==> src/design/char_lcd_nibble_write_sequencer_macros.svh <==
// assertion helpers used by the sequencer back-end module
`ifndef CHAR_LCD_NIBBLE_WRITE_SEQUENCER_MACROS_SVH
`define CHAR_LCD_NIBBLE_WRITE_SEQUENCER_MACROS_SVH

// same-cycle implication
`define CLCD_ASSERT_IMP(lbl, ck, rn, a, c, msg) \
    lbl: assert property (@(posedge ck) disable iff (!rn) (a) |-> (c)) else $error(msg);

// next-cycle implication
`define CLCD_ASSERT_NXT(lbl, ck, rn, a, c, msg) \
    lbl: assert property (@(posedge ck) disable iff (!rn) (a) |=> (c)) else $error(msg);

`endif

==> src/design/clcd_pkg.sv <==
`timescale 1ns / 1ps
`default_nettype none
package clcd_pkg;

    typedef enum logic [1:0] {
        OPC_INIT   = 2'd0,
        OPC_CMD    = 2'd1,
        OPC_DATA   = 2'd2,
        OPC_CURSOR = 2'd3
    } opcode_t;

    typedef enum logic {
        KIND_INIT = 1'b0,
        KIND_BYTE = 1'b1
    } kind_t;

    typedef enum logic [2:0] {
        REG_POWERUP  = 3'd0,
        REG_SETUP    = 3'd1,
        REG_EN_HIGH  = 3'd2,
        REG_EN_LOW   = 3'd3,
        REG_CLEAR    = 3'd4
    } reg_index_t;

    localparam int unsigned PADDR_W = 5;
    localparam int unsigned QDEPTH  = 2;
    localparam int unsigned QAW     = 1;
    localparam int unsigned QCW     = 2;
    localparam int unsigned PHASE_W = 4;

    localparam logic [PHASE_W-1:0] BYTE_LAST_PHASE = 4'd6;
    localparam logic [PHASE_W-1:0] INIT_LAST_PHASE = 4'd10;

    localparam logic [15:0] POWERUP_RST  = 16'd40000;
    localparam logic [7:0]  SETUP_RST    = 8'd1;
    localparam logic [7:0]  EN_HIGH_RST  = 8'd20;
    localparam logic [9:0]  EN_LOW_RST   = 10'd100;
    localparam logic [15:0] CLEAR_RST    = 16'd2000;

    localparam logic [7:0]  WIDE_LIMIT   = 8'h80;
    localparam logic [7:0]  WIDE_ADD     = 8'hB0;
    localparam logic [7:0]  DDRAM_CMD    = 8'h80;
    localparam logic [7:0]  ROW1_OFS     = 8'h00;
    localparam logic [7:0]  ROW2_OFS     = 8'h40;
    localparam logic [7:0]  ROW3_OFS     = 8'h14;
    localparam logic [7:0]  ROW4_OFS     = 8'h54;
    localparam logic [7:0]  CLEAR_CMD    = 8'h01;
    localparam logic [3:0]  INIT_NIB_8B  = 4'h3;
    localparam logic [3:0]  INIT_NIB_4B  = 4'h2;
    localparam logic [16:0] HOLD_MAX     = 17'd65535;

    typedef struct packed {
        logic [1:0]  opcode;
        logic [15:0] value;
        logic [7:0]  row;
        logic [6:0]  column;
    } cmd_t;

    typedef struct packed {
        logic        reg_select;
        logic        enable;
        logic [3:0]  nibble;
        logic [15:0] hold_us;
        logic        last;
    } phase_t;

    typedef struct packed {
        kind_t       kind;
        logic        sel;
        logic [7:0]  data;
        logic        is_cmd;
        logic        is_clear;
    } qent_t;

    typedef struct packed {
        logic [15:0] powerup_wait_us;
        logic [7:0]  setup_us;
        logic [7:0]  enable_high_us;
        logic [9:0]  enable_low_us;
        logic [15:0] clear_extra_us;
    } cfg_t;

endpackage
`default_nettype wire

==> src/design/char_lcd_nibble_write_sequencer.sv <==
// channel  | direction | handshake               | beat payload
// cmd      | in        | cmd_valid / cmd_stall   | cmd_t: opcode, value, row, column
// phase    | out       | phase_valid / phase_stall | phase_t: reg_select, enable, nibble,
//          |           |                         |          hold_us, last
// apb      | in        | psel / penable / pready | paddr, pwdata, prdata
//
// one phase beat per cycle while phase_stall is low: byte op 7 beats, init 11, bad cursor row none
// the back-end phase counter sets the rate; a 2-entry queue lets a new op enter meanwhile
// reset clears the queue, the phase counter, the output valid flag and pin state
// phase_stall holds the output register and the phase counter; the front keeps taking ops until the queue fills
`timescale 1ns / 1ps
`default_nettype none
module char_lcd_nibble_write_sequencer
    import clcd_pkg::*;
(
    input  wire logic               clk,
    input  wire logic               rst_n,
    input  wire logic               cmd_valid,
    output logic                    cmd_stall,
    input  wire cmd_t               cmd,
    output logic                    phase_valid,
    input  wire logic               phase_stall,
    output phase_t                  phase,
    input  wire logic               psel,
    input  wire logic               penable,
    input  wire logic               pwrite,
    input  wire logic [PADDR_W-1:0] paddr,
    input  wire logic [31:0]        pwdata,
    output logic      [31:0]        prdata,
    output logic                    pready
);

    cfg_t  cfg;
    logic  q_full;
    logic  q_push;
    logic  q_pop;
    logic  q_not_empty;
    qent_t q_in;
    qent_t q_head;

    clcd_regs u_regs (
        .clk     (clk),
        .rst_n   (rst_n),
        .psel    (psel),
        .penable (penable),
        .pwrite  (pwrite),
        .paddr   (paddr),
        .pwdata  (pwdata),
        .prdata  (prdata),
        .pready  (pready),
        .cfg     (cfg)
    );

    clcd_front u_front (
        .cmd_valid (cmd_valid),
        .cmd_stall (cmd_stall),
        .cmd       (cmd),
        .q_full    (q_full),
        .q_push    (q_push),
        .q_data    (q_in)
    );

    clcd_queue u_queue (
        .clk       (clk),
        .rst_n     (rst_n),
        .push      (q_push),
        .push_data (q_in),
        .pop       (q_pop),
        .full      (q_full),
        .not_empty (q_not_empty),
        .head      (q_head)
    );

    clcd_back u_back (
        .clk         (clk),
        .rst_n       (rst_n),
        .cfg         (cfg),
        .q_not_empty (q_not_empty),
        .q_head      (q_head),
        .q_pop       (q_pop),
        .phase_valid (phase_valid),
        .phase_stall (phase_stall),
        .phase       (phase)
    );

endmodule
`default_nettype wire

==> src/design/clcd_regs.sv <==
`timescale 1ns / 1ps
`default_nettype none
module clcd_regs
    import clcd_pkg::*;
(
    input  wire logic               clk,
    input  wire logic               rst_n,
    input  wire logic               psel,
    input  wire logic               penable,
    input  wire logic               pwrite,
    input  wire logic [PADDR_W-1:0] paddr,
    input  wire logic [31:0]        pwdata,
    output logic      [31:0]        prdata,
    output logic                    pready,
    output cfg_t                    cfg
);

    cfg_t       cfg_reg;
    cfg_t       cfg_next;
    reg_index_t idx;
    logic       wr_en;

    assign idx    = reg_index_t'(paddr[PADDR_W-1:2]);
    assign wr_en  = psel && penable && pwrite;
    assign pready = 1'b1;
    assign cfg    = cfg_reg;

    always_comb
    begin
        cfg_next = cfg_reg;
        if (wr_en)
        begin
            case (idx)
                REG_POWERUP: cfg_next.powerup_wait_us = pwdata[15:0];
                REG_SETUP:   cfg_next.setup_us        = pwdata[7:0];
                REG_EN_HIGH: cfg_next.enable_high_us  = pwdata[7:0];
                REG_EN_LOW:  cfg_next.enable_low_us   = pwdata[9:0];
                REG_CLEAR:   cfg_next.clear_extra_us  = pwdata[15:0];
                default:     cfg_next = cfg_reg;
            endcase
        end
    end

    always_comb
    begin
        case (idx)
            REG_POWERUP: prdata = {16'd0, cfg_reg.powerup_wait_us};
            REG_SETUP:   prdata = {24'd0, cfg_reg.setup_us};
            REG_EN_HIGH: prdata = {24'd0, cfg_reg.enable_high_us};
            REG_EN_LOW:  prdata = {22'd0, cfg_reg.enable_low_us};
            REG_CLEAR:   prdata = {16'd0, cfg_reg.clear_extra_us};
            default:     prdata = 32'd0;
        endcase
    end

    always_ff @(posedge clk or negedge rst_n)
    begin
        if (!rst_n)
        begin
            cfg_reg.powerup_wait_us <= POWERUP_RST;
            cfg_reg.setup_us        <= SETUP_RST;
            cfg_reg.enable_high_us  <= EN_HIGH_RST;
            cfg_reg.enable_low_us   <= EN_LOW_RST;
            cfg_reg.clear_extra_us  <= CLEAR_RST;
        end
        else
        begin
            cfg_reg <= cfg_next;
        end
    end

endmodule
`default_nettype wire

==> src/design/clcd_front.sv <==
`timescale 1ns / 1ps
`default_nettype none
module clcd_front
    import clcd_pkg::*;
(
    input  wire logic cmd_valid,
    output logic      cmd_stall,
    input  wire cmd_t cmd,
    input  wire logic q_full,
    output logic      q_push,
    output qent_t     q_data
);

    opcode_t    opc;
    logic [7:0] ofs;
    logic       row_ok;
    logic [7:0] ch;

    assign opc       = opcode_t'(cmd.opcode);
    assign cmd_stall = q_full;

    always_comb
    begin
        row_ok = 1'b1;
        case (cmd.row)
            8'd1:    ofs = ROW1_OFS;
            8'd2:    ofs = ROW2_OFS;
            8'd3:    ofs = ROW3_OFS;
            8'd4:    ofs = ROW4_OFS;
            default:
            begin
                ofs    = ROW1_OFS;
                row_ok = 1'b0;
            end
        endcase
    end

    // wide codes are remapped into the display font page
    assign ch = (cmd.value > {8'd0, WIDE_LIMIT}) ? (cmd.value[7:0] + WIDE_ADD)
                                                 : cmd.value[7:0];

    always_comb
    begin
        q_data.kind     = KIND_BYTE;
        q_data.sel      = 1'b0;
        q_data.data     = cmd.value[7:0];
        q_data.is_cmd   = 1'b1;
        q_data.is_clear = 1'b0;
        q_push          = cmd_valid && !q_full;
        case (opc)
            OPC_INIT:
            begin
                q_data.kind = KIND_INIT;
            end
            OPC_CMD:
            begin
                q_data.is_clear = (cmd.value[7:0] == CLEAR_CMD);
            end
            OPC_DATA:
            begin
                q_data.sel    = 1'b1;
                q_data.data   = ch;
                q_data.is_cmd = 1'b0;
            end
            OPC_CURSOR:
            begin
                q_data.data = DDRAM_CMD | {1'b0, cmd.column} | ofs;
                q_push      = cmd_valid && !q_full && row_ok;
            end
            default:
            begin
                q_push = 1'b0;
            end
        endcase
    end

endmodule
`default_nettype wire

==> src/design/clcd_queue.sv <==
`timescale 1ns / 1ps
`default_nettype none
module clcd_queue
    import clcd_pkg::*;
(
    input  wire logic  clk,
    input  wire logic  rst_n,
    input  wire logic  push,
    input  wire qent_t push_data,
    input  wire logic  pop,
    output logic       full,
    output logic       not_empty,
    output qent_t      head
);

    qent_t            mem_reg [QDEPTH];
    logic [QAW-1:0]   wr_ptr_reg;
    logic [QAW-1:0]   rd_ptr_reg;
    logic [QCW-1:0]   count_reg;
    logic [QCW-1:0]   count_next;
    logic             do_pop;

    assign full      = (count_reg == QCW'(QDEPTH));
    assign not_empty = (count_reg != '0);
    assign head      = mem_reg[rd_ptr_reg];
    assign do_pop    = pop && not_empty;

    always_comb
    begin
        count_next = count_reg;
        if (push && !do_pop)
            count_next = count_reg + 1'b1;
        else if (do_pop && !push)
            count_next = count_reg - 1'b1;
    end

    always_ff @(posedge clk)
    begin
        if (push)
            mem_reg[wr_ptr_reg] <= push_data;
    end

    always_ff @(posedge clk or negedge rst_n)
    begin
        if (!rst_n)
        begin
            wr_ptr_reg <= '0;
            rd_ptr_reg <= '0;
            count_reg  <= '0;
        end
        else
        begin
            if (push)
                wr_ptr_reg <= wr_ptr_reg + 1'b1;
            if (do_pop)
                rd_ptr_reg <= rd_ptr_reg + 1'b1;
            count_reg <= count_next;
        end
    end

endmodule
`default_nettype wire

==> src/design/clcd_back.sv <==
`timescale 1ns / 1ps
`default_nettype none
`include "char_lcd_nibble_write_sequencer_macros.svh"
module clcd_back
    import clcd_pkg::*;
(
    input  wire logic  clk,
    input  wire logic  rst_n,
    input  wire cfg_t  cfg,
    input  wire logic  q_not_empty,
    input  wire qent_t q_head,
    output logic       q_pop,
    output logic       phase_valid,
    input  wire logic  phase_stall,
    output phase_t     phase
);

    logic [PHASE_W-1:0] idx_reg;
    logic [PHASE_W-1:0] idx_next;
    logic               cur_sel_reg;
    logic               cur_sel_next;
    logic [3:0]         cur_nib_reg;
    logic [3:0]         cur_nib_next;
    logic               out_valid_reg;
    logic               out_valid_next;
    phase_t             out_reg;
    phase_t             out_next;
    phase_t             ph;
    logic               emit;
    logic               is_last;
    logic [3:0]         hi;
    logic [3:0]         lo;
    logic [15:0]        mid_low;
    logic [16:0]        end_sum;
    logic [15:0]        end_low;
    logic [15:0]        eh;
    logic [15:0]        el;
    logic [15:0]        su;

    assign hi = q_head.data[7:4];
    assign lo = q_head.data[3:0];
    assign eh = {8'd0, cfg.enable_high_us};
    assign el = {6'd0, cfg.enable_low_us};
    assign su = {8'd0, cfg.setup_us};

    assign mid_low = el + (q_head.is_cmd ? su : 16'd0);
    assign end_sum = {1'b0, el}
                   + (q_head.is_clear ? {1'b0, cfg.clear_extra_us} : 17'd0);
    assign end_low = (end_sum > HOLD_MAX) ? HOLD_MAX[15:0] : end_sum[15:0];

    assign is_last = (q_head.kind == KIND_INIT) ? (idx_reg == INIT_LAST_PHASE)
                                                : (idx_reg == BYTE_LAST_PHASE);
    assign emit    = q_not_empty && (!out_valid_reg || !phase_stall);
    assign q_pop   = emit && is_last;

    always_comb
    begin
        ph.reg_select = q_head.sel;
        ph.enable     = 1'b0;
        ph.nibble     = cur_nib_reg;
        ph.hold_us    = su;
        ph.last       = is_last;
        if (q_head.kind == KIND_INIT)
        begin
            ph.reg_select = 1'b0;
            case (idx_reg)
                4'd0:
                begin
                    ph.reg_select = cur_sel_reg;
                    ph.hold_us    = cfg.powerup_wait_us;
                end
                4'd1:
                begin
                    ph.nibble  = INIT_NIB_8B;
                    ph.hold_us = 16'd0;
                end
                4'd2, 4'd4, 4'd6:
                begin
                    ph.enable  = 1'b1;
                    ph.nibble  = INIT_NIB_8B;
                    ph.hold_us = eh;
                end
                4'd3, 4'd5, 4'd7:
                begin
                    ph.nibble  = INIT_NIB_8B;
                    ph.hold_us = el;
                end
                4'd8:
                begin
                    ph.nibble  = INIT_NIB_4B;
                    ph.hold_us = 16'd0;
                end
                4'd9:
                begin
                    ph.enable  = 1'b1;
                    ph.nibble  = INIT_NIB_4B;
                    ph.hold_us = eh;
                end
                default:
                begin
                    ph.nibble  = INIT_NIB_4B;
                    ph.hold_us = el;
                end
            endcase
        end
        else
        begin
            case (idx_reg)
                4'd0:
                begin
                    ph.nibble = cur_nib_reg;
                end
                4'd1:
                begin
                    ph.nibble = hi;
                end
                4'd2:
                begin
                    ph.enable  = 1'b1;
                    ph.nibble  = hi;
                    ph.hold_us = eh;
                end
                4'd3:
                begin
                    ph.nibble  = hi;
                    ph.hold_us = mid_low;
                end
                4'd4:
                begin
                    ph.nibble = lo;
                end
                4'd5:
                begin
                    ph.enable  = 1'b1;
                    ph.nibble  = lo;
                    ph.hold_us = eh;
                end
                default:
                begin
                    ph.nibble  = lo;
                    ph.hold_us = end_low;
                end
            endcase
        end
    end

    always_comb
    begin
        idx_next       = idx_reg;
        cur_sel_next   = cur_sel_reg;
        cur_nib_next   = cur_nib_reg;
        out_next       = out_reg;
        out_valid_next = out_valid_reg && phase_stall;
        if (emit)
        begin
            out_next       = ph;
            out_valid_next = 1'b1;
            idx_next       = is_last ? '0 : idx_reg + 1'b1;
            if (is_last)
            begin
                cur_sel_next = ph.reg_select;
                cur_nib_next = ph.nibble;
            end
        end
    end

    always_ff @(posedge clk or negedge rst_n)
    begin
        if (!rst_n)
        begin
            idx_reg       <= '0;
            cur_sel_reg   <= 1'b0;
            cur_nib_reg   <= 4'd0;
            out_valid_reg <= 1'b0;
        end
        else
        begin
            idx_reg       <= idx_next;
            cur_sel_reg   <= cur_sel_next;
            cur_nib_reg   <= cur_nib_next;
            out_valid_reg <= out_valid_next;
        end
    end

    always_ff @(posedge clk)
    begin
        out_reg <= out_next;
    end

    assign phase_valid = out_valid_reg;
    assign phase       = out_reg;

    `CLCD_ASSERT_IMP(a_byte_idx_range, clk, rst_n, q_not_empty && q_head.kind == KIND_BYTE, idx_reg <= BYTE_LAST_PHASE, "byte phase index out of range")
    `CLCD_ASSERT_IMP(a_idle_idx_zero, clk, rst_n, !q_not_empty, idx_reg == '0, "phase index moved with empty queue")
    `CLCD_ASSERT_NXT(a_pop_marks_last, clk, rst_n, q_pop, phase_valid && phase.last, "queue popped without a last beat")

endmodule
`default_nettype wire

==> config.mk <==
export PLATFORM = sky130hd
export DESIGN_NAME = char_lcd_nibble_write_sequencer
export DESIGN_NICKNAME = d
export VERILOG_FILES = /design/src/design/clcd_pkg.sv /design/src/design/char_lcd_nibble_write_sequencer.sv /design/src/design/clcd_regs.sv /design/src/design/clcd_front.sv /design/src/design/clcd_queue.sv /design/src/design/clcd_back.sv
export VERILOG_INCLUDE_DIRS = /design/src /design/src/design
export SDC_FILE = /design/constraint.sdc
export NUM_CORES = 1
export LEC_CHECK = 0
export BUFFER_PORTS_ARGS = -buffer_cell sky130_fd_sc_hd__buf_4
export CAP_MARGIN = 10
export CORE_ASPECT_RATIO = 2
export CORE_MARGIN = 1.5
export CORE_UTILIZATION = 52
export CTS_BUF_LIST = sky130_fd_sc_hd__clkbuf_2 sky130_fd_sc_hd__clkbuf_4 sky130_fd_sc_hd__clkbuf_8
export DETAILED_ROUTE_END_ITERATION = 8
export PLACE_DENSITY = 0.75
export SLEW_MARGIN = 10
export SYNTH_ARGS = -nofsm -noshare
export SYNTH_HDL_FRONTEND = slang
export SYNTH_SLANG_ARGS = --single-unit
==> constraint.sdc <==
create_clock -name clk -period 3.2 [get_ports clk]
set_input_delay 0.16 -clock clk [delete_from_list [all_inputs] [get_ports clk]]
set_output_delay 0.16 -clock clk [all_outputs]
set_load 0.02 [all_outputs]
==> impl_results.md, run 1 <==
* Final setup margin at 0.167 ns
* Die height at 169 µm
* Highest Clock Rate at between 300 and 400 MHz
* Maxcap violations at 0
* DRC viols at 0
* Placed Area at 0.00809 mm²
* Initial core utilization at 0.533
* Core footprint at 0.0135 mm²
* Cell taking the most area after synthesis: edfxtp_1
* Critical Path AT at ~3.2 ns
* P per Cell Area at 807 mW/mm²
* Sequential share of the synthesized area at 0.449
* Vias at about 6000
* Root Buffer: clkbuf_8
* Leakage at 3.71 nW
* Relative slew slack at 0.340
* Area share of the largest cell type after synthesis at 0.196
* Final setup viols at 0
* Largest net degree at the start of global routing at 73
* Final WL at 20.5 mm
* Synth area leaders: edfxtp_1 20%, dfrtp_1 19%, mux2_2 12%, dfstp_2 6.2%, ha_1 4.3%
* Die ar. at 0.0146 mm²
* R2R Path Start: u_queue.rd_ptr_reg$_DFFE_PN0P_
* CP Max Fanout at 4
* Number of flip-flops in the largest register at 58
* Fin nets at 885
* Input/output buffers at 99
* Clock Latency Late Sink at 0.45 ns
* Worst hold start: cmd[1]
* Clk_skew at 0.0120 ns
* Post-synthesis register bit count at 119
* Detail Route Antenna Nets at 0
* Total power at 7.03 mW
* Mean post-synth cell area at 11.0 µm²
* Util after Layout at 0.645
* Vias per inst at about 6.3
* Initial drt markers at ~330
* Drt first pass iters at 5
* Cells after synthesis at 655
* Multi-input logic area at between 0.003 and 0.004 mm²
* Async SR Flop Fraction at 0.605
* CTS tree: done
* Hold crit path type: primary input to flip-flop
* Design area at 0.00872 mm²
* Initial antenna violation count at 0
* TritonCTS Sinks at 119
* Max Root-Sink Buffers at 2
* Fraction of layout instances using a drive strength above 1 at 0.322
* Distinct cells, synth at 64
* Routed len/inst at around 22 µm
* Synth Cell Area at just over 0.007 mm²
* Post-synth EDFFs at 47
* Ys Warns at 0
* Grt total ovfl at 0
* CP required at 3.40 ns
* Reg clk slew, reported paths at around 0.08 ns
* Final RePlAce weighted congestion at 0.958
* Fin crit share at 0.948
* Gr usage total at 0.291
* Num ports at 135
* Setup Buffers After CTS at 0
* Slew @ Worst Pin at 0.985 ns
* FF+latch area at 0.00323 mm²
* Hold Path Stages at 2
* Final Hold Fails at 0
* Critical Path Source: u_queue.rd_ptr_reg$_DFFE_PN0P_
* Area Growth Syn to Fin at 21.0%
* Primary FF master, synth: dfrtp_1
* FF-to-FF path depth at 11
* CP Launch Type: flip-flop
* CTS H-tree lvls at 4
* Peak VDD IR at 405 µV
* Num CTS Buffers at 17
* Die Wd at 86.2 µm
* Row count at 60
* Minimum clock period at around 3.0 ns
* RSZ-0062 raised after global routing: no
* Dpl ws at 0.144 ns
* CP Class: flip-flop to flip-flop
* Fill count at 1090
* Max Slew Vio Count at 0
* Vias in the first global route at 6347
* Nature of the critical path endpoint: flip-flop
* Setup TNS at 0 ns
* ANT cells at 0
* First-pass GRT wire length at around 32 mm
* Detailed Place HPWL at 15.3 mm
* Outcome: completed
==> worst max-delay path: stages, from the launching register on <==
cell and delay, ns:
dfrtp_1 0.41, mux2_4 0.21, and2_1 0.12, ha_2 0.19, inv_1 0.06, fa_2 0.35
and2b_1 0.23, o2111ai_2 0.18, a211oi_4 0.38, o211ai_1 0.16, xor2_1 0.19, a221o_1 0.31
==> worst paths after layout <==
kind                                               endpoint  slack (ns)
setup / recovery                 u_back.phase[15]$_DFFE_PP_        0.17
hold / removal              u_queue.mem_reg[0][3]$_DFFE_PP_        0.03
setup reg to reg                 u_back.phase[15]$_DFFE_PP_        0.17
hold reg to reg                u_back.phase_valid$_DFF_PN0_        0.50
max in group asynchronous    u_back.cur_sel_reg$_DFFE_PN0P_        2.18
min in group asynchronous  u_queue.count_reg[1]$_DFFE_PN0P_        0.37
==> cell usage after synthesis, types with 5 or more instances <==
| library cell | count |
|---|---|
| nor2_1 | 39 |
| nand2_1 | 38 |
| mux2i_1 | 22 |
| a211oi_1 | 12 |
| a221o_1 | 16 |
| dfstp_2 | 17 |
| a22oi_1 | 20 |
| clkbuf_1 | 16 |
| o21bai_1 | 7 |
| a21oi_1 | 20 |
| o22ai_1 | 17 |
| xor2_1 | 8 |
| buf_2 | 5 |
| ha_1 | 25 |
| o21ai_0 | 29 |
| and2_1 | 11 |
| inv_1 | 20 |
| buf_4 | 18 |
| xnor2_1 | 15 |
| a221oi_1 | 5 |
| a22o_1 | 5 |
| nor2b_1 | 14 |
| a21o_1 | 5 |
| dfrtp_1 | 55 |
| mux2_2 | 76 |
| nand3_1 | 10 |
| nand2b_1 | 9 |
| edfxtp_1 | 47 |
==> per-layer routing <==
| metal | vias up | GRT usage | wire [µm] | part of all wire |
|---|---|---|---|---|
| li1 | 2695 | - | - | - |
| met1 | 2996 | 0.277 | 6790 | 0.33 |
| met2 | 232 | 0.544 | 11500 | 0.56 |
| met3 | 94 | 0.0535 | 810 | 0.039 |
| met4 | 0 | 0.203 | 1400 | 0.068 |
| met5 | - | 0 | 0 | 0 |
==> power breakdown <==
| group | leakage, nW | total [mW] | internal (mW) | switching (mW) |
|---|---|---|---|---|
| Combinational | 2.19 | 3.05 | 1.28 | 1.77 |
| Clock | 0.205 | 1.45 | 0.783 | 0.665 |
| Sequential | 1.32 | 2.53 | 2.15 | 0.380 |
==> stage by stage <==
| step | hold slack [ns] | cells |
|---|---|---|
| 4_1_cts | 0.0106 | 949 |
| 3_3_place_gp | 0.339 | 899 |
| 3_5_place_dp | 0.358 | 899 |
| 6_report | 0.0337 | 949 |
| 5_1_grt | 0.0193 | 949 |
| 2_1_floorplan | -0.136 | 670 |
==> timing repair <==
| action | 4_1_cts | 5_1_grt |
|---|---|---|
| resized for setup | 0 | 7 |
| hold buffers | 18 | 0 |
| hold endpoints to repair | 114 | 0 |
| endpoints found under the setup margin | 0 | 5 |
==> kinds of logic after synthesis <==
family / Yosys count / synth area share
AOI/OAI and AO/OA: 165 / 0.164
xor gates and xnor gates: 23 / 0.0280
adders and majority gates: 27 / 0.0490
buffers and inverters: 64 / 0.0446
DFF: 119 / 0.449
muxes: 99 / 0.152
other: 2 / 0.00104
and+or+nand+nor: 156 / 0.112
==> layout by cell type (no fill, tap or decap), drive strengths merged, types with 18 or more instances in the layout <==
| cell type | instances |
|---|---|
| a22oi | 20 |
| dlygate4sd3 | 18 |
| mux2 | 76 |
| ha | 25 |
| mux2i | 23 |
| edfxtp | 47 |
| o21ai | 31 |
| inv | 23 |
| buf | 118 |
| nand2 | 38 |
| dfrtp | 55 |
| clkbuf | 18 |
| a21oi | 20 |
| nor2 | 39 |
==> layout make-up <==
| class | count | share of cell area |
|---|---|---|
| multi-input combinational | 487 | 0.428 |
| sequential | 119 | 0.371 |
| timing repair buffer | 136 | 0.122 |
| clock buffer | 18 | 0.0277 |
| tap | 155 | 0.0222 |
| clock inverter | 14 | 0.0198 |
| inverter | 20 | 0.00861 |
Note: power is estimated with default switching activity, not from simulation.
==> run 2: changes to the inputs <==
--- a/config.mk
+++ b/config.mk
@@ -8,7 +8,6 @@
 export LEC_CHECK = 0
 export BUFFER_PORTS_ARGS = -buffer_cell sky130_fd_sc_hd__buf_4
 export CAP_MARGIN = 10
-export CORE_ASPECT_RATIO = 2
 export CORE_MARGIN = 1.5
 export CORE_UTILIZATION = 52
 export CTS_BUF_LIST = sky130_fd_sc_hd__clkbuf_2 sky130_fd_sc_hd__clkbuf_4 sky130_fd_sc_hd__clkbuf_8
==> run 2 against run 1 <==
Compared with the run above: maximum frequency decreased by 2.0%; largest power group unchanged; final cell count increased by 2.3%; first-iteration DRC count increased by 44%; critical path depth decreased by 1; final area increased by 0.88%; via count decreased by 2.7%; hold slack improved by 0.012 ns; global-route usage decreased by 2.1 points; sequential share of layout area decreased by 0.32 points.
==> impl_results.md, run 2 (synthesis results as in run 1) <==
* R2R Path Start: u_queue.rd_ptr_reg$_DFFE_PN0P_ (unchanged)
* CP Buf/Inv Count at 1 (unchanged)
* Num ports at 135 (unchanged)
* Initial drt markers at 468 (was 326)
* Fraction of layout instances using a drive strength above 1 at 0.325 (was 0.322)
* ANT cells at 0 (unchanged)
* Row count at 42 (was 60)
* Largest net degree at the start of global routing at 73 (unchanged)
* Reg2reg setup slack at 0.11 ns (was 0.17 ns)
* Peak VDD IR at 549 µV (was 405 µV)
* Die Wd at 121 µm (was 86.2 µm)
* Hold Path End: u_queue.mem_reg[0][3]$_DFFE_PP_ (unchanged)
* Outcome: completed (unchanged)
* Highest Clock Rate at 323 MHz (was 330 MHz)
* Worst hold start: cmd[1] (unchanged)
* Core footprint at 0.0134 mm² (was 0.0135 mm²)
* Die height at 121 µm (was 169 µm)
* Leakage at 3.74 nW (was 3.71 nW)
* Nature of the critical path endpoint: flip-flop (unchanged)
* Critical-path cell list: mux2_4 > buf_4 > and2_1 > ha_1 > or3_1 > a21oi_1 > a211oi_4 > o21ai_0 > xor2_1 > a221o_1 (was mux2_4 > and2_1 > ha_2 > inv_1 > fa_2 > and2b_1 > o2111ai_2 > a211oi_4 > o211ai_1 > xor2_1 > a221o_1)
* FF-to-FF path depth at 10 (was 11)
* CP Launch Type: flip-flop (unchanged)
* Vias in the first global route at 5867 (was 6347)
* Crit-path slowest cell: dfrtp_1 (unchanged)
* Fin nets at 886 (was 885)
* TritonCTS Sinks at 119 (unchanged)
* Max Root-Sink Buffers at 2 (unchanged)
* Vias per inst at 6.03 (was 6.34)
* P per Cell Area at 810 mW/mm² (was 807 mW/mm²)
* Clock Latency Late Sink at 0.45 ns (about the same)
* Vias at 5852 (was 6017)
* Root Buffer: clkbuf_8 (unchanged)
* Gr usage total at 0.270 (was 0.291)
* Final Hold Fails at 0 (unchanged)
* First-pass GRT wire length at 30.0 mm (was 32.2 mm)
* CTS H-tree lvls at 4 (unchanged)
* Max Slew Vio Count at 0 (unchanged)
* Max stage delay on crit path at 0.40 ns (was 0.41 ns)
* Drt first pass iters at 7 (was 5)
* CP Max Fanout at 7 (was 4)
* Detailed Place HPWL at 13.8 mm (was 15.3 mm)
* Clk_skew at 0.00971 ns (was 0.0120 ns)
* Minimum clock period at 3.09 ns (was 3.03 ns)
* CTS tree: done (unchanged)
* Final RePlAce weighted congestion at 0.977 (was 0.958)
* Reg clk slew, reported paths at 0.07 ns (was 0.08 ns)
* Area Growth Syn to Fin at 22.1% (was 21.0%)
* Util after Layout at 0.656 (was 0.645)
* CP delay by family, top: compound AO/OA/AOI/OAI gates (unchanged)
* Hold Path Stages at 2 (unchanged)
* Reg2reg end: u_back.phase[14]$_DFFE_PP_ (was u_back.phase[15]$_DFFE_PP_)
* Final WL at 19.0 mm (was 20.5 mm)
* Fin crit share at 0.967 (was 0.948)
* DRC viols at 0 (unchanged)
* Total power at 7.13 mW (was 7.03 mW)
* Relative slew slack at 0.377 (was 0.340)
* Number of flip-flops in the largest register at 58 (unchanged)
* RSZ-0062 raised after global routing: yes (was no)
* Detail Route Antenna Nets at 0 (unchanged)
* Routed len/inst at 19.6 µm (was 21.6 µm)
* Grt total ovfl at 0 (unchanged)
* Die ar. at 0.0146 mm² (about the same)
* Min Hold Slack at 0.0458 ns (was 0.0337 ns)
* CP required at 3.39 ns (was 3.40 ns)
* Maxcap violations at 0 (unchanged)
* Most frequent cells in the layout: 119 x buf_4, 75 x mux2_2, 55 x dfrtp_1, 47 x edfxtp_1, 39 x nor2_1 (was 118 x buf_4, 75 x mux2_2, 55 x dfrtp_1, 47 x edfxtp_1, 39 x nor2_1)
* Initial core utilization at 0.538 (was 0.533)
* Input/output buffers at 99 (unchanged)
* Initial antenna violation count at 0 (unchanged)
* Critical Path AT at 3.29 ns (was 3.23 ns)
* Slew @ Worst Pin at 0.934 ns (was 0.985 ns)
* CP Class: flip-flop to flip-flop (unchanged)
* Hold crit path type: primary input to flip-flop (unchanged)
* Num CTS Buffers at 17 (unchanged)
* Commonest non-fill, non-tap cell in the layout: buf_4 (unchanged)
* Final setup viols at 0 (unchanged)
[run 2: per-layer routing]
layer / part of all wire / track usage / wire length (µm) / vias to the layer above
met5: 0 / 0.00735 / 0 / -
met4: 0.025 / 0.100 / 478 / 0
met3: 0.077 / 0.0726 / 1460 / 40
met2: 0.50 / 0.456 / 9470 / 264
met1: 0.40 / 0.330 / 7620 / 2863
li1: - / - / - / 2685
[run 2: per-stage QoR]
stage           TNS [ns]  setup WS (ns)  cell area, µm²  std cells
2_1_floorplan          0         0.0182            7260        670
3_3_place_gp           0          0.118            8120        920
5_1_grt        -0.000985      -0.000985            8790        971
6_report               0          0.106            8790        971
3_5_place_dp           0         0.0622            8120        920
4_1_cts                0         0.0461            8750        970
[run 2: worst max-delay path by stage]
stage / from / endpoint / slack (ns) / cells past startpoint
3_5_place_dp: u_queue.rd_ptr_reg$_DFFE_PN0P_ / u_back.phase[15]$_DFFE_PP_ / 0.06 / 11
3_3_place_gp: u_queue.rd_ptr_reg$_DFFE_PN0P_ / u_back.phase[5]$_DFFE_PP_ / 0.12 / 11
6_report: u_queue.rd_ptr_reg$_DFFE_PN0P_ / u_back.phase[14]$_DFFE_PP_ / 0.11 / 10
2_1_floorplan: u_queue.rd_ptr_reg$_DFFE_PN0P_ / u_back.phase[9]$_DFFE_PP_ / 0.02 / 12
4_1_cts: u_queue.rd_ptr_reg$_DFFE_PN0P_ / u_back.phase[14]$_DFFE_PP_ / 0.05 / 12
5_1_grt: u_queue.rd_ptr_reg$_DFFE_PN0P_ / u_back.phase[5]$_DFFE_PP_ / -0.001 / 11
[run 2: cell type report]
type,count,area (µm²)
Fill cell,1059,4610
Multi-Input combinational cell,487,3740
Sequential cell,119,3230
Timing Repair Buffer,137,1070
Clock buffer,24,305
Tap cell,176,220
Clock inverter,8,144
Inverter,20,75.1
[run 2: timing repair]
| action | 4_1_cts | 5_1_grt |
|---|---|---|
| setup buffers | 0 | 1 |
| hold buffers | 18 | 0 |
| resized for setup | 0 | 8 |
| endpoints found under the setup margin | 0 | 10 |
| endpoints found under the hold margin | 114 | 0 |
[run 2: power by group]
| group | leakage, nW | internal [mW] | switching (mW) | total [mW] |
|---|---|---|---|---|
| sequential | 1.32 | 2.15 | 0.351 | 2.50 |
| clock | 0.231 | 0.944 | 0.596 | 1.54 |
| combinational | 2.19 | 1.29 | 1.79 | 3.08 |
| total | 3.74 | 4.39 | 2.74 | 7.13 |
==> run 3: changes to the inputs <==
==> constraint.sdc (replaced) <==
create_clock -name clk -period 3.2 [get_ports clk]
set_input_delay 0.16 -clock clk [delete_from_list [all_inputs] [get_ports clk]]
set_output_delay 0.16 -clock clk [all_outputs]
set_load 0.1 [all_outputs]
==> run 3 against run 2 <==
Compared with the run above: count of clock-buffer cells in the layout fell by 4; maximum frequency hardly changed; final cell count up 0.21%; clock skew up 0.0055 ns; non-clock buffer count up 2; die area is the same; total power rose by 16%; hold slack worse by 0.0093 ns; routed wire length up 0.15%; combinational power grew 38%; critical endpoint is now u_back.phase[15]$_DFFE_PP_; largest cell class unchanged.
==> impl_results.md, run 3 (synthesis results as in run 1) <==
* Outcome: completed (unchanged)
* Sw frac at 0.473 (was 0.384)
* Vias in the first global route at 5757 (was 5867)
* Slew @ Worst Pin at 0.918 ns (was 0.934 ns)
* Drt first pass iters at 6 (was 7)
* Initial antenna violation count at 0 (unchanged)
* Fin crit share at 0.968 (was 0.967)
* Final RePlAce weighted congestion at 0.976 (was 0.977)
* Crit-path slowest cell: dfrtp_1 (unchanged)
* Initial core utilization at 0.538 (unchanged)
* CP Max Fanout at 4 (was 7)
* Leakage at 3.74 nW (about the same)
* Max Slew Vio Count at 0 (unchanged)
* First-pass GRT wire length at 29.8 mm (was 30.0 mm)
* Core footprint at 0.0134 mm² (unchanged)
* Util after Layout at 0.659 (was 0.656)
* Root Buffer: clkbuf_8 (unchanged)
* Fill count at 1017 (was 1059)
* Critical-path cell list: mux2_4 > and2_4 > ha_4 > inv_1 > fa_2 > and2b_2 > o2111ai_4 > a211oi_4 > buf_4 > o211ai_1 > xor2_1 > a221o_1 (was mux2_4 > buf_4 > and2_1 > ha_1 > or3_1 > a21oi_1 > a211oi_4 > o21ai_0 > xor2_1 > a221o_1)
* Relative slew slack at 0.388 (was 0.377)
* Nature of the critical path endpoint: flip-flop (unchanged)
* Vias per inst at 6.05 (was 6.03)
* CP delay by family, top: compound AO/OA/AOI/OAI gates (unchanged)
* Power share of the clock group at 0.185 (was 0.216)
* Fin nets at 888 (was 886)
* Multi-input logic area at 0.00377 mm² (was 0.00374 mm²)
* FF+latch area at 0.00323 mm² (unchanged)
* Critical Path AT at 3.31 ns (was 3.29 ns)
* TritonCTS Sinks at 119 (unchanged)
* Num ports at 135 (unchanged)
* Area Growth Syn to Fin at 22.6% (was 22.1%)
* Max stage delay on crit path at 0.41 ns (was 0.40 ns)
* Min Hold Slack at 0.0365 ns (was 0.0458 ns)
* CTS H-tree lvls at 4 (unchanged)
* Routed len/inst at 19.6 µm (about the same)
* CTS tree: done (unchanged)
* Number of flip-flops in the largest register at 58 (unchanged)
* Clock Latency Late Sink at 0.46 ns (was 0.45 ns)
* Max Root-Sink Buffers at 2 (unchanged)
* Maxcap violations at 0 (unchanged)
* DRC viols at 0 (unchanged)
* Gr usage total at 0.268 (was 0.270)
* Reg clk slew, reported paths at 0.07 ns (about the same)
* Final Hold Fails at 0 (unchanged)
* Most frequent cells in the layout: 121 x buf_4, 75 x mux2_2, 55 x dfrtp_1, 47 x edfxtp_1, 39 x nor2_1 (was 119 x buf_4, 75 x mux2_2, 55 x dfrtp_1, 47 x edfxtp_1, 39 x nor2_1)
* CP Buf/Inv Count at 2 (was 1)
* Minimum clock period at 3.10 ns (was 3.09 ns)
* Commonest non-fill, non-tap cell in the layout: buf_4 (unchanged)
* Detailed Place HPWL at 13.8 mm (about the same)
* CP Launch Type: flip-flop (unchanged)
* Switching pwr at 3.92 mW (was 2.74 mW)
* Final setup margin at 0.103 ns (was 0.106 ns)
* Num CTS Buffers at 17 (unchanged)
* CP Class: flip-flop to flip-flop (unchanged)
* Die height at 121 µm (unchanged)
* Total power at 8.28 mW (was 7.13 mW)
* Final WL at 19.1 mm (was 19.0 mm)
* ANT cells at 0 (unchanged)
* Reg power frac at 0.303 (was 0.351)
* Fraction of layout instances using a drive strength above 1 at 0.332 (was 0.325)
* Highest Clock Rate at 323 MHz (about the same)
* Dpl ws at -0.0127 ns (was 0.0622 ns)
* Clk_skew at 0.0152 ns (was 0.00971 ns)
* Grt total ovfl at 0 (unchanged)
* CP required at 3.41 ns (was 3.39 ns)
* Detail Route Antenna Nets at 0 (unchanged)
* Die ar. at 0.0146 mm² (unchanged)
* Vias at 5886 (was 5852)
* Final setup viols at 0 (unchanged)
* Hold crit path type: primary input to flip-flop (unchanged)
* P per Cell Area at 937 mW/mm² (was 810 mW/mm²)
* Row count at 42 (unchanged)
* Peak VDD IR at 868 µV (was 549 µV)
* Die Wd at 121 µm (unchanged)
* Initial drt markers at 455 (was 468)
* Int Power at 4.37 mW (was 4.39 mW)
* Combinational share of power at 0.512 (was 0.433)
* Largest net degree at the start of global routing at 73 (unchanged)
* Input/output buffers at 99 (unchanged)
run 3: cell types whose count changed in the layout (fill, tap and decap cells not counted), sizes merged:
cell and delta:
buf +2, clkbuf -4, clkinv +2, clkinvlp +1
inv +1
run 3: per-stage QoR:
step / setup TNS (ns) / instances / area (µm²)
floorplan: 0 / 670 / 7260
global placement: 0 / 919 / 8110
detailed placement: -0.0127 / 919 / 8110
CTS: 0 / 969 / 8740
global route: -0.0137 / 973 / 8840
finish: 0 / 973 / 8840
run 3: layer usage:
metal | global-route usage | vias up | share of wire
met5 | 0 | - | 0
met4 | 0.119 | 0 | 0.034
met3 | 0.0693 | 58 | 0.075
met2 | 0.448 | 253 | 0.49
met1 | 0.327 | 2876 | 0.40
li1 | - | 2699 | -
run 3: worst paths after layout:
check | depth (start not counted) | slack (ns) | endpoint | start
max | 12 | 0.10 | u_back.phase[15]$_DFFE_PP_ | u_queue.rd_ptr_reg$_DFFE_PN0P_
min | 2 | 0.04 | u_queue.mem_reg[0][2]$_DFFE_PP_ | cmd[0]
max reg2reg | 12 | 0.10 | u_back.phase[15]$_DFFE_PP_ | u_queue.rd_ptr_reg$_DFFE_PN0P_
min reg2reg | 1 | 0.51 | u_back.cur_sel_reg$_DFFE_PN0P_ | u_back.cur_sel_reg$_DFFE_PN0P_
max in group asynchronous | 2 | 2.22 | u_regs.cfg[55]$_DFFE_PN0P_ | rst_n
min in group asynchronous | 2 | 0.39 | u_regs.cfg[43]$_DFFE_PN0P_ | rst_n
run 3: layout make-up:
type,instances,area share
Inverter,20,0.00850
Timing Repair Buffer,139,0.123
Clock buffer,20,0.0304
Sequential cell,119,0.366
Multi-Input combinational cell,487,0.427
Clock inverter,12,0.0197
Tap cell,176,0.0249
run 3: power by group through the flow:
stage | Combinational, mW | Sequential, mW | Clock (mW)
3_5_place_dp | 4.09 | 2.52 | 0
4_1_cts | 4.13 | 2.50 | 1.54
3_3_place_gp | 4.02 | 2.50 | 0
5_1_grt | 4.46 | 2.56 | 1.61
6_report | 4.24 | 2.51 | 1.54
2_1_floorplan | 2.15 | 3.46 | 0
run 3: what timing repair did:
action / in CTS / in global routing
hold endpoints to repair: 114 / 0
gates resized for setup: 1 / 13
setup buffers: 0 / 4
hold buffers: 18 / 0
endpoints found under the setup margin: 1 / 8
pin swaps: 0 / 6
